## src/rtl/wmsm_pkg.sv

```systemverilog
// Package for the weighted max splat map unit: sizes, payload structs,
// controller/datapath interface structs and the falloff ROM contents.
// No dependencies.
package wmsm_pkg;

  localparam int MAP_WIDTH      = 256;
  localparam int MAP_HEIGHT     = 256;
  localparam int RADIUS_MAX     = 3;
  localparam int CAM_COORD_BITS = 12;

  localparam int MAP_DEPTH = MAP_WIDTH * MAP_HEIGHT;
  localparam int ADDR_W    = $clog2(MAP_DEPTH);
  localparam int X_W       = $clog2(MAP_WIDTH);
  localparam int Y_W       = $clog2(MAP_HEIGHT);
  localparam int XS_W      = $clog2(MAP_WIDTH + 1);
  localparam int YS_W      = $clog2(MAP_HEIGHT + 1);
  // effective active sizes, wide enough for both the register and the map size
  localparam int AW_W      = (XS_W > 9) ? XS_W : 9;
  localparam int AH_W      = (YS_W > 9) ? YS_W : 9;
  localparam int NX_W      = AW_W + 1;
  localparam int NY_W      = AH_W + 1;
  localparam int R_W       = $clog2(RADIUS_MAX + 1);
  localparam int OFS_W     = R_W + 1;
  localparam int D2_MAX    = 2 * RADIUS_MAX * RADIUS_MAX;
  localparam int D2_W      = $clog2(D2_MAX + 1);
  localparam int ROM_DEPTH = (RADIUS_MAX + 1) * (D2_MAX + 1);
  localparam int ROM_IDX_W = $clog2(ROM_DEPTH);
  localparam int ROM_BITS  = ROM_DEPTH * 16;

  localparam logic [11:0] CAM_MASK =
    (CAM_COORD_BITS >= 12) ? 12'hFFF : 12'((1 << CAM_COORD_BITS) - 1);
  localparam logic [15:0] CONF_ONE = 16'd32768;

  // operation codes
  localparam logic OP_SPLAT = 1'b0;
  localparam logic OP_READ  = 1'b1;

  // register indexes
  localparam logic [1:0] REG_ACTIVE_WIDTH  = 2'd0;
  localparam logic [1:0] REG_ACTIVE_HEIGHT = 2'd1;
  localparam logic [1:0] REG_SPLAT_RADIUS  = 2'd2;

  typedef struct packed {
    logic        op;
    logic [11:0] cam_x;
    logic [11:0] cam_y;
    logic [15:0] sample_confidence;
    logic [15:0] proj_x;
    logic [15:0] proj_y;
  } in_item_t;

  typedef struct packed {
    logic [15:0] best_confidence;
    logic [11:0] best_cam_x;
    logic [11:0] best_cam_y;
    logic        in_range;
  } out_item_t;

  typedef struct packed {
    logic [15:0] score;
    logic [11:0] col;
    logic [11:0] row;
  } map_entry_t;

  typedef enum logic [2:0] {
    ST_CLEAR,
    ST_IDLE,
    ST_SPLAT,
    ST_DRAIN,
    ST_READ,
    ST_RDATA
  } ctrl_state_t;

  typedef struct packed {
    logic clear_en;
    logic item_load;
    logic scan_en;
    logic out_load;
  } ctrl_cmd_t;

  typedef struct packed {
    logic clear_last;
    logic scan_last;
    logic out_free;
  } dp_status_t;

  // r/(r+sqrt(d2)) in Q1.15, nearest with ties up; entry index r*(D2_MAX+1)+d2
  function automatic logic [ROM_BITS-1:0] build_falloff_rom();
    logic [ROM_BITS-1:0] rom;
    logic [63:0] lo;
    logic [63:0] hi;
    logic [63:0] mid;
    logic [63:0] odd;
    logic [63:0] lhs;
    rom = '0;
    for (int r = 0; r <= RADIUS_MAX; r++) begin
      for (int d2 = 0; d2 <= D2_MAX; d2++) begin
        lo = 64'd1;
        hi = 64'd32768;
        if (r == 0) begin
          lo = 64'd0;
        end else begin
          for (int k = 0; k < 16; k++) begin
            if (lo < hi) begin
              mid = (lo + hi + 64'd1) >> 1;
              odd = (mid << 1) - 64'd1;
              lhs = 64'(r) * (64'd65536 - odd);
              if (lhs * lhs >= odd * odd * 64'(d2)) begin
                lo = mid;
              end else begin
                hi = mid - 64'd1;
              end
            end
          end
        end
        rom[(r * (D2_MAX + 1) + d2) * 16 +: 16] = lo[15:0];
      end
    end
    return rom;
  endfunction

  localparam logic [ROM_BITS-1:0] FALLOFF_ROM = build_falloff_rom();

endpackage

```

## src/rtl/wmsm_ctrl.sv

```systemverilog
// Controller for the weighted max splat map unit: clearing pass, splat scan
// and read sequencing. Depends on wmsm_pkg.
module wmsm_ctrl (
  input  logic                clk,
  input  logic                rst_n,
  input  logic                in_valid,
  input  logic                in_op,
  output logic                in_ready,
  input  wmsm_pkg::dp_status_t status,
  output wmsm_pkg::ctrl_cmd_t  cmd
);
  import wmsm_pkg::*;

  ctrl_state_t state_r, state_nxt;

  always_ff @(posedge clk) begin
    if (!rst_n) begin
      state_r <= ST_CLEAR;
    end else begin
      state_r <= state_nxt;
    end
  end

  always_comb begin
    state_nxt = state_r;
    unique case (state_r)
      ST_CLEAR: if (status.clear_last) state_nxt = ST_IDLE;
      ST_IDLE: begin
        if (in_valid) state_nxt = (in_op == OP_READ) ? ST_READ : ST_SPLAT;
      end
      ST_SPLAT: if (status.scan_last) state_nxt = ST_DRAIN;
      // last write lands in the idle cycle after this one, ahead of any read
      // for the next transaction
      ST_DRAIN: state_nxt = ST_IDLE;
      ST_READ:  state_nxt = ST_RDATA;
      ST_RDATA: if (status.out_free) state_nxt = ST_IDLE;
      default:  state_nxt = ST_CLEAR;
    endcase
  end

  always_comb begin
    in_ready      = 1'b0;
    cmd           = '0;
    unique case (state_r)
      ST_CLEAR: cmd.clear_en = 1'b1;
      ST_IDLE: begin
        in_ready      = 1'b1;
        cmd.item_load = in_valid;
      end
      ST_SPLAT: cmd.scan_en  = 1'b1;
      ST_DRAIN: ;
      ST_READ:  ;
      ST_RDATA: cmd.out_load = status.out_free;
      default:  ;
    endcase
  end

endmodule

```

## config.mk

```make
export PLATFORM = sky130hd
export DESIGN_NAME = wmsm_ctrl
export DESIGN_NICKNAME = d
export VERILOG_FILES = /design/src/rtl/wmsm_pkg.sv /design/src/rtl/wmsm_ctrl.sv
export SDC_FILE = /design/constraint.sdc
export NUM_CORES = 1
export LEC_CHECK = 0
export ABC_AREA = 1
export ABC_CLOCK_PERIOD_IN_PS = 1000
export BUFFER_PORTS_ARGS = -buffer_cell sky130_fd_sc_hd__buf_2
export CORE_AREA = 2 2 39 41
export CTS_BUF_LIST = sky130_fd_sc_hd__clkbuf_8
export CTS_CLUSTER_SIZE = 12
export DETAILED_ROUTE_END_ITERATION = 10
export DIE_AREA = 0 0 41 43
export GPL_TIMING_DRIVEN = 0
export PLACE_DENSITY = 0.5
export SLEW_MARGIN = 25
export SYNTH_ARGS = -nofsm -noshare
export SYNTH_HDL_FRONTEND = slang
export SYNTH_SLANG_ARGS = --single-unit
```

## constraint.sdc

```tcl
create_clock -name clk -period 1 [get_ports clk]
set_input_delay 0.25 -clock clk [delete_from_list [all_inputs] [get_ports clk]]
set_output_delay 0.25 -clock clk [all_outputs]
set_load 0.1 [all_outputs]
```

Word level (Yosys, flattened, before mapping):

Index checks and enable logic that the tools add are counted.

* register bits: 3
* input bits: 7
* word-level logic and storage cells: 23
* output and inout bits: 5

* reductions and logical operators: 2
* multiplexer cells: 11
* equal/unequal tests: 9

Operators by type and width (count)
* one-hot mux 3 bit (6 select lines): 1
* two-way mux 3 bit: 5
* != test 2 bit (second input constant): 4
* == test 3 x 2 -> 1 bit (second input constant): 2
* == test 3 bit (second input constant): 2
* two-way mux 1 bit: 5
* AND reduction 4 bit: 1
* == test 3 x 1 -> 1 bit (second input constant): 1
* logical NOT 3 bit: 1

Depth between registers and ports, before layout:

* depth in word-level cells: 3
* gate-level depth with buffers: 8
* depth with buffers taken out: 8

Worst setup path before layout:

No wires, ideal clock.

* path kind: register to output
* from: reg state_r[2]
* to: out cmd[3] (netlist name)
* stages on the path, launching flop included: 3
* slack: -1736 ps
* arrival time: 2486 ps
* path buffers: 1
* data required time: 750 ps
* cells stage by stage: dfxtp_1 > buf_6 > nor3_1

RTL lines
* from (decl): line wmsm_ctrl.sv:14 `ctrl_state_t state_r, state_nxt;`
* from (signal assigned): line wmsm_ctrl.sv:20 `state_r <= state_nxt;`
* to (decl): line wmsm_ctrl.sv:10 `output wmsm_pkg::ctrl_cmd_t cmd`

==> impl_metrics.py <==
metrics = {
    "timing": {
        "setup_viol": 8,
        "final.setup.worst_slack_ns": -0.363,
        "fin_crit_sh": 1.36,
        "rsz0062_at_grt": "true",
        "hold_viol_final": 0,
        "min_period_ns": 1.36,
        "fmax_ghz": 0.734,
        "fin_skew_ns": 0.000996,
        "report.final.slew_viol_count": 0,
        "worst_pin_slew_ns": 0.180,
        "relSlewSlack": 0.879,
    },
    "setup_path": {
        "arrival_ns": 1.11,
        "cp-start-kind": "flop",
        "setup.worst_path.start": "state_r[1]$_SDFFE_PN0P_",
        "ff2ff_path_depth": 9,
        "crit_fanout": 6,
        "r2r_start": "state_r[1]$_SDFFE_PN0P_",
        "critPathKind": "flop to output pin",
        "reg2reg_to": "state_r[1]$_SDFFE_PN0P_",
        "r2r_slack_ns": -0.23,
        "endpoint": "cmd[1]",
        "endpoint_kind": "output pin",
        "crit_required_ns": 0.75,
    },
    "global_route": {
        "grt.total_usage": 0.109,
        "grt_max_degree": 9,
        "first_global_vias": 348,
        "antenna_found_initial": 0,
        "grt-ovfl-total": 0,
        "grt_pass1_wl_um": 1370,
    },
    "clock_network": {
        "clock_path_buffers": 2,
        "cts_max_level": 1,
        "clockRootBuffer": "clkbuf_8",
        "clk_pin_slew_worst_paths_ns": 0.03,
        "cts_hold_buf": 0,
        "cts_made_buffers": 3,
        "insertion_delay_ns": 0.22,
        "cts_tree": "yes",
        "clock-sinks": 3,
    },
    "job": {
        "drv_cap": 0,
    },
    "floorplan": {
        "ios": 12,
        "coreArea_sq_mm": 0.00138,
        "rows": 14,
        "die_w_um": 41,
        "die-area_sq_mm": 0.00176,
        "initial_core_util": 0.220,
        "die_height_um": 43,
    },
    "finish": {
        "nets": 82,
        "layout_common_cells": "11 x buf_4, 6 x nor2_4, 6 x inv_1, 6 x nand2_1, 6 x buf_2",
        "top_regs": "state_r x3",
        "n_antenna_cell": 0,
        "area_delta_synth_final_pct": 117,
        "layout_commonest_cell": "buf_4",
        "largest_reg_flops": 3,
        "drive_gt1_frac": 0.676,
        "design_area_sq_um": 661,
        "regMostFlops": "state_r",
    },
    "run_status": {
        "status": "finished, violations left",
        "failed_checks": "setup timing",
    },
    "place": {
        "place_area_sq_um": 427,
        "io_buffers": 11,
        "gp_congestion": 0.749,
        "dp_hpwl_um": 520,
    },
    "drt": {
        "drc": 0,
        "vias": 380,
        "ant_nets": 0,
        "drt-total-wl_um": 866,
        "viasPerCell": 4.22,
        "firstDrtPassIters": 3,
        "drt-initial-drc-count": 7,
        "wl_per_cell_um": 9.62,
    },
    "synth": {
        "yosys_warnings": 0,
        "synth_nets": 56,
        "yosysSeqAreaShare": 0.198,
        "synth_cell_types": 18,
        "syn-cell-area_sq_um": 304,
        "syn_avg_cell_area_sq_um": 6.20,
        "ys_ff_latch": 3,
        "syn_inst": 49,
    },
    "min_path": {
        "hold_start": "rst_n",
        "hold_class": "input port to flop",
    },
}
==> how the worst min path moves through the flow <==
stage	endpoint	slack [ns]	depth (start not counted)
after floorplan	state_r[1]$_SDFFE_PN0P_	0.36	2
after global placement	state_r[1]$_SDFFE_PN0P_	0.50	3
after detailed placement	state_r[1]$_SDFFE_PN0P_	0.49	3
after CTS	state_r[1]$_SDFFE_PN0P_	0.27	3
after global routing	state_r[0]$_SDFFE_PN0P_	0.29	3
final	state_r[1]$_SDFFE_PN0P_	0.27	3
==> area by class of cell <==
type | count | area (sq um)
fill | 136 | 723
multi-input combinational | 34 | 250
timing repair buffer | 22 | 213
sequential | 3 | 68.8
inverter | 10 | 48.8
clock buffer | 3 | 41.3
tap | 16 | 20.0
buffer | 1 | 15.0
clock inverter | 1 | 3.75
==> cell usage after synthesis (all sizes together) <==
cell type	n	share of area
a21oi	1	0.016
dfxtp	3	0.20
nand3b	2	0.049
nand3	6	0.15
buf	2	0.062
inv	10	0.12
o21ai	2	0.033
nor3	1	0.016
nor2	13	0.22
nand2	8	0.12
nand4	1	0.021
==> worst max-delay path, cell delays in order, from the launching register on <==
cell     delay [ns]
dfxtp_4        0.40
inv_6          0.06
nor2_4         0.11
inv_2          0.05
nor2_4         0.09
buf_12         0.18
==> through the flow <==
step                hold WS, ns  setup slack [ns]  utilization  setup TNS, ns  cells
finish                    0.266            -0.363        0.477          -2.33     90
global placement          0.498            -0.438        0.308          -2.28     76
CTS                       0.267            -0.370        0.453          -2.22     88
detailed placement        0.493            -0.433        0.308          -2.28     76
floorplan                 0.361            -0.472            -          -1.94     49
global route              0.290            -0.401        0.477          -2.72     90
==> kinds of logic (layout without fill, tap and decap cells) <==
family          after synthesis  count (layout)  synth area share
buf+inv                      12              37             0.185
flops                         3               3             0.198
simple gates                 31              31             0.568
compound gates                3               3            0.0493
==> per-layer routing <==
layer,vias up,track usage,wire [um]
li1,198,-,-
met1,172,0.154,373
met2,10,0.163,466
met3,0,0,27
met4,0,0.0600,0
met5,-,0,0
==> what timing repair did <==
action,in CTS,in global routing
pin swaps,4,4
setup buffers,8,3
setup endpoints to repair,8,8
gates resized for setup,26,7
Power is left out: the tool's default activity adds up to more than one toggle a clock period on the data nets, which glitch-free logic cannot reach.
